**src/design/ght_pkg.sv**
```systemverilog
package ght_pkg;

  localparam int SLOT_COUNT = 64;
  localparam int IDX_W      = $clog2(SLOT_COUNT);
  localparam int CNT_W      = IDX_W + 1;

  localparam logic [1:0] CMD_REGISTER   = 2'd0;
  localparam logic [1:0] CMD_UNREGISTER = 2'd1;
  localparam logic [1:0] CMD_LOOKUP     = 2'd2;

  localparam logic [1:0] ST_OK        = 2'd0;
  localparam logic [1:0] ST_NULL      = 2'd1;
  localparam logic [1:0] ST_NOT_FOUND = 2'd2;
  localparam logic [1:0] ST_FULL      = 2'd3;

  localparam logic [31:0] FRESH_GEN = 32'd1;

  typedef logic [IDX_W-1:0] slot_idx_t;
  typedef logic [CNT_W-1:0] slot_cnt_t;

  typedef struct packed {
    logic [31:0] generation;
    logic [31:0] callback;
    logic [31:0] user;
  } slot_t;

  typedef struct packed {
    logic      rd;
    logic      push;
    logic      pop;
    slot_idx_t push_idx;
  } stack_ctl_t;

endpackage

```
**src/design/ght_free_stack.sv**
```systemverilog
module ght_free_stack
  import ght_pkg::*;
(
  input  logic       clk,
  input  logic       rst,
  input  stack_ctl_t ctl,
  output slot_idx_t  top,
  output slot_cnt_t  count
);

  slot_idx_t mem [SLOT_COUNT];
  slot_idx_t top_addr;

  // The read returns the entry just below the count, the next one to pop.
  assign top_addr = slot_idx_t'(count - slot_cnt_t'(1));

  always_ff @(posedge clk) begin
    if (ctl.rd) begin
      top <= mem[top_addr];
    end
    if (ctl.push) begin
      mem[count[IDX_W-1:0]] <= ctl.push_idx;
    end
  end

  always_ff @(posedge clk) begin
    if (rst) begin
      count <= '0;
    end else if (ctl.push && count < slot_cnt_t'(SLOT_COUNT)) begin
      count <= count + slot_cnt_t'(1);
    end else if (ctl.pop && count != '0) begin
      count <= count - slot_cnt_t'(1);
    end
  end

  a_no_pop_empty: assert property (@(posedge clk) disable iff (rst)
    ctl.pop |-> count != '0)
    else $error("pop from an empty free stack");

  a_no_push_full: assert property (@(posedge clk) disable iff (rst)
    ctl.push |-> count < slot_cnt_t'(SLOT_COUNT))
    else $error("push onto a full free stack");

  a_push_pop_excl: assert property (@(posedge clk) disable iff (rst)
    !(ctl.push && ctl.pop))
    else $error("push and pop in the same cycle");

endmodule

```
**config.mk**
```make
export PLATFORM = sky130hd
export DESIGN_NAME = ght_free_stack
export DESIGN_NICKNAME = d
export VERILOG_FILES = /design/src/design/ght_pkg.sv /design/src/design/ght_free_stack.sv
export SDC_FILE = /design/constraint.sdc
export NUM_CORES = 1
export LEC_CHECK = 0
export BUFFER_PORTS_ARGS = -buffer_cell sky130_fd_sc_hd__buf_2
export CAP_MARGIN = 15
export CELL_PAD_IN_SITES_DETAIL_PLACEMENT = 0
export CELL_PAD_IN_SITES_GLOBAL_PLACEMENT = 1
export CORE_MARGIN = 8
export CORE_UTILIZATION = 30
export CTS_CLUSTER_DIAMETER = 50
export DETAILED_ROUTE_END_ITERATION = 8
export GPL_TIMING_DRIVEN = 0
export PLACE_DENSITY = 0.46
export SLEW_MARGIN = 20
export SYNTH_ARGS = -nofsm -noshare
export SYNTH_HDL_FRONTEND = slang
export SYNTH_SLANG_ARGS = --single-unit
export TNS_END_PERCENT = 5
```
**constraint.sdc**
```tcl
create_clock -name clk -period 6.2 [get_ports clk]
set_clock_uncertainty 0.05 [all_clocks]
set_input_delay 0.62 -clock clk [delete_from_list [all_inputs] [get_ports clk]]
set_output_delay 0.62 -clock clk [all_outputs]
set_load 0.005 [all_outputs]
```
**After elaboration in Yosys (flattened, before gate mapping)**

Memories as Yosys holds them, arrays and structs flattened. A register that Yosys moved wholly into a read port is not among the register bits.
Index checks and enable logic that the tools add are counted.

- Memories kept: 1
- Register bits after elaboration: 7
- Word-level logic and storage cells: 13
- Memory bits (writable): 384

Memory list:

| name | words | bits a word | read ports | clocked after Yosys merged registers in | write ports | RTL line | text |
|---|---|---|---|---|---|---|---|
| mem | 64 | 6 | 1 | 1 | 1 | ght_free_stack.sv:11 | `slot_idx_t mem [SLOT_COUNT];` |

- Reductions and logical operators: 4
- Multiplexer cells: 4
- Add/sub/neg operators: 2
- Magnitude comparators: 1

Operators with widths:

| operator | count |
|---|---|
| $mux 7 | 2 |
| $add 7x1->7 const B | 1 |
| $lt 7x7->1 const B | 1 |
| $reduce_bool 7->1 | 1 |
| $sub 7x1->7 const B | 1 |
| $logic_and 1x1->1 | 2 |
| $mux 1 | 2 |
| $reduce_bool 2->1 | 1 |

**Longest topological paths before layout**

- Word-level depth: 4
- Depth in mapped cells: 13

**Worst setup path after synthesis**

No wires, ideal clock.

- Kind: reg2reg
- Start point: reg count[0]
- End point: reg top[0], read port of mem, data pin
- Buffers on the path: 6
- Setup time: 0.264 ns
- Period minus slack after synthesis: 3.321 ns
- Stages on the path, launching flop included: 14
- Arrival time: 3.007 ns
- Slack: 2.879 ns
- Required time: 5.886 ns
- Path through: dfxtp_1 -> buf_2 -> buf_2 -> buf_2 -> inv_1 -> ha_1 -> buf_2 -> buf_2 -> clkbuf_1 -> mux4_2 -> o211ai_1 -> nand4_1 -> a22oi_1 -> o21ai_0

- Cells in the longest elaborated chain, start to end: 1

Ends and longest elaborated chain:

| item | RTL line | text |
|---|---|---|
| start: declaration | ght_free_stack.sv:8 | `output slot_cnt_t count` |
| start signal: assignment | ght_free_stack.sv:30 | `count <= count + slot_cnt_t'(1);` |
| start signal: assignment | ght_free_stack.sv:32 | `count <= count - slot_cnt_t'(1);` |
| $sub 7x1->7 | n/a |  |
| end: declaration | ght_free_stack.sv:7 | `output slot_idx_t top,` |

No other way between the ends.
A chain may end at the register's enable or synchronous reset.

**Final worst setup path**

- Start point: reg count[0]
- End point: reg top[4], read port of mem, data pin

Same word-level chain as after synthesis.

==> results.py <==
metrics = {
    "placed_design": {
        "dp_hpwl_microns": 26200,
        "gp_congestion": 0.776,
        "port_buffers": 23,
        "post-place-ws_ns": 1.20,
    },
    "routing": {
        "drt_pre_antenna_iters": 5,
        "viasPerCell": 4.91,
        "drc_errors": 0,
        "wl_microns": 40800,
        "drtIter0Drc": 521,
        "drtAntennaViolNets": 0,
        "vias": 7849,
        "post_drt_wl_per_cell_microns": 25.5,
    },
    "critical_path": {
        "worstPathMaxFanout": 10,
        "critPathSlowestCell": "clkbuf_1",
        "critPathCaptureType": "flip-flop",
        "critical_path_class": "flip-flop to flip-flop",
        "cp-start-kind": "flip-flop",
        "max_stage_delay_ns": 0.59,
        "required_ns": 6.44,
        "crit_chain": "buf_2 -> buf_2 -> buf_2 -> inv_1 -> ha_1 -> buf_2 -> buf_2 -> clkbuf_1 -> mux4_2 -> o211ai_1 -> nand4_1 -> a22oi_1 -> o21ai_1",
        "path_common_cell": "buf_2",
        "cp.arrival_ns": 5.15,
    },
    "cts": {
        "cts_buffers": 47,
        "cts_root_buf": "clkbuf_16",
        "ctsResizeCount": 0,
        "clock_sinks": 397,
        "hold_buffers": 0,
        "worstSkewPairLatency_ns": 0.57,
        "cts.clk_slew.worst_paths_ns": 0.06,
        "cts.path.max_buffers": 3,
        "htree_levels": 2,
        "cts_tree": "done",
        "cts_setup_buffers": 0,
    },
    "grt": {
        "grt_pass1_vias": 8288,
        "grt_util_met1_pct": 19.0,
        "grt_remaining_overflow": 0,
        "antenna_found_initial": 0,
        "grt_start_max_net_pins": 65,
        "busiest_layer": "met2",
        "grtUsageTotal_pct": 13.6,
        "met3_usage_pct": 2.95,
        "met2_usage_pct": 20.7,
        "grt_pass1_wl_microns": 59300,
    },
    "yosys": {
        "synth_cell_types": 47,
        "yosysWarnings": 0,
        "synthesis.nets": 822,
        "synthFlopType": "edfxtp_1",
        "ys_ff_latch": 397,
        "synthArstFlopShare_pct": 0,
        "synth_edf_count": 390,
        "synth.avg_cell_area_sq_um": 19.7,
        "post_synth_instance_area_sq_um": 15900,
        "synthesis.instances": 808,
        "seq_area_frac_synth_pct": 74.3,
    },
    "finish": {
        "nNetsFinal": 894,
        "synthToLayoutAreaGrowth_pct": 15.0,
        "diodes": 0,
        "drive_gt1_share_pct": 23.1,
    },
    "timing": {
        "worst_slack_ns": 1.29,
        "rsz0062_at_grt": "false",
        "post-route-period-util_pct": 79.2,
        "drv_slew": 0,
        "fin_setup_tns_ns": 0,
        "tightest_slew_ns": 1.00,
        "setup_viol_count_final": 0,
        "fin_crit_ns": 4.91,
        "fmax_mhz": 204,
        "hold_viol": 0,
        "worst_slew_margin_rel_pct": 32.7,
    },
    "floorplan": {
        "dieWidth_microns": 247,
        "rows": 84,
        "ios": 24,
        "die_area_sq_um": 60800,
        "die_h_microns": 247,
        "coreArea_sq_um": 52600,
        "start_util_pct": 30.3,
    },
    "hold_path": {
        "hold_class": "input port to flip-flop",
    },
    "job": {
        "cap_violations": 0,
    },
    "pwr": {
        "peakVddDrop_v": 0.000209,
        "p_leak_nw": 5.68,
        "p_per_area_nw_per_um2": 486,
    },
    "outcome": {
        "status": "complete, no violations",
    },
}
==> sequential cells by signal, indices dropped and copies added, names as in the netlist <==
register / flops
mem: 384
count: 7
top: 6
==> worst max-delay path, delay by kind of cell, from the launching register on <==
kind / cells / cell delay [ns]
AOI/OAI and AO/OA: 3 / 0.63
buffers and inverters: 7 / 2.54
and+or+nand+nor: 1 / 0.20
muxes: 1 / 0.46
DFF: 1 / 0.45
adders and majority gates: 1 / 0.29
==> report_power, final <==
part           switching [W]  total (W)  internal (W)  leakage (nW)
clock                0.00107    0.00255       0.00148         0.687
combinational        0.00198    0.00320       0.00122          1.42
sequential         0.0000635    0.00316       0.00310          3.57
total                0.00311    0.00891       0.00580          5.68
==> through the flow <==
step / instance area, sq um / cells / utilization (%) / hold WS (ns) / power (W)
finish: 18300 / 1598 / 34.9 / 0.297 / 0.00891
CTS: 18300 / 1598 / 34.9 / 0.262 / 0.00905
detailed placement: 16900 / 1519 / 32.2 / 0.565 / 0.00648
global route: 18300 / 1598 / 34.9 / 0.281 / 0.00935
global placement: 16900 / 1519 / 32.2 / 0.555 / 0.00648
floorplan: 15900 / 808 / - / 0.509 / 0.00530
==> cells in the mapped netlist (2+ instances only) <==
cell	n	area (sq um)
nand3_1	5	25.0
clkbuf_1	27	101
mux4_2	96	2160
inv_1	3	11.3
nand2b_1	3	18.8
mux2i_1	42	420
nor2_1	71	267
a21oi_1	3	15.0
nand4_1	39	244
a22oi_1	7	52.6
o211ai_1	24	180
buf_2	19	95.1
xnor2_1	5	43.8
ha_1	3	37.5
dfxtp_1	7	140
and2_1	2	12.5
o21ai_1	2	10.0
edfxtp_1	390	11700
nor3_1	3	15.0
buf_1	4	15.0
or3_1	2	12.5
o21ai_0	7	35.0
nor2b_1	2	12.5
nand3b_1	3	22.5
nand2_1	17	63.8
==> cell usage in the layout (no fill, tap or decap), types with 2 or more instances in the layout <==
cell	count
clkbuf_16	49
a21oi_1	3
nand3b_1	3
o211ai_1	24
mux2i_1	42
edfxtp_1	390
nand2_1	17
ha_1	3
inv_1	3
clkbuf_1	36
nor3_1	3
inv_8	2
buf_2	36
dfxtp_1	7
nand3_1	5
mux4_2	96
buf_1	4
o21ai_1	2
nor2b_1	2
nand4_1	39
nor2_1	71
o21ai_0	7
or3_1	2
and2_1	2
clkinv_2	6
inv_6	2
xnor2_1	5
buf_4	7
a22oi_1	7
clkinv_1	9
nand2b_1	3
==> final timing paths <==
check            from  endpoint  slack, ns  cells after the start
max          count[0]    top[4]       1.29                     13
min            ctl[8]    top[1]       0.30                      1
max reg2reg  count[0]    top[4]       1.29                     13
min reg2reg  count[6]  count[6]       0.56                      2
==> logic make-up (layout without fill, tap and decap cells) <==
group / after synthesis / after routing / synth area share [%]
flip-flops: 397 / 397 / 74.3
AND/OR/NAND/NOR: 155 / 155 / 4.81
multiplexers: 138 / 138 / 16.2
AO/OA/AOI/OAI: 54 / 54 / 2.58
buffers and inverters: 54 / 156 / 1.44
XOR/XNOR: 7 / 7 / 0.431
adder cells (fa/ha/maj): 3 / 3 / 0.235
==> cell type report <==
class / count / area (sq um)
sequential: 397 / 11900
tap: 688 / 861
multi-input combinational: 357 / 3870
clock inverter: 21 / 141
inverter: 3 / 11.3
buffer: 51 / 219
fill: 4957 / 34200
clock buffer: 58 / 1260
timing repair buffer: 23 / 130
==> layer usage <==
metal  vias up  routed length, microns
met5         -                       0
li1       3499                       -
met2       173                   18500
met3        73                    1850
met1      4104                   19300
met4         0                    1230
Note: power is estimated with default switching activity, not from simulation.
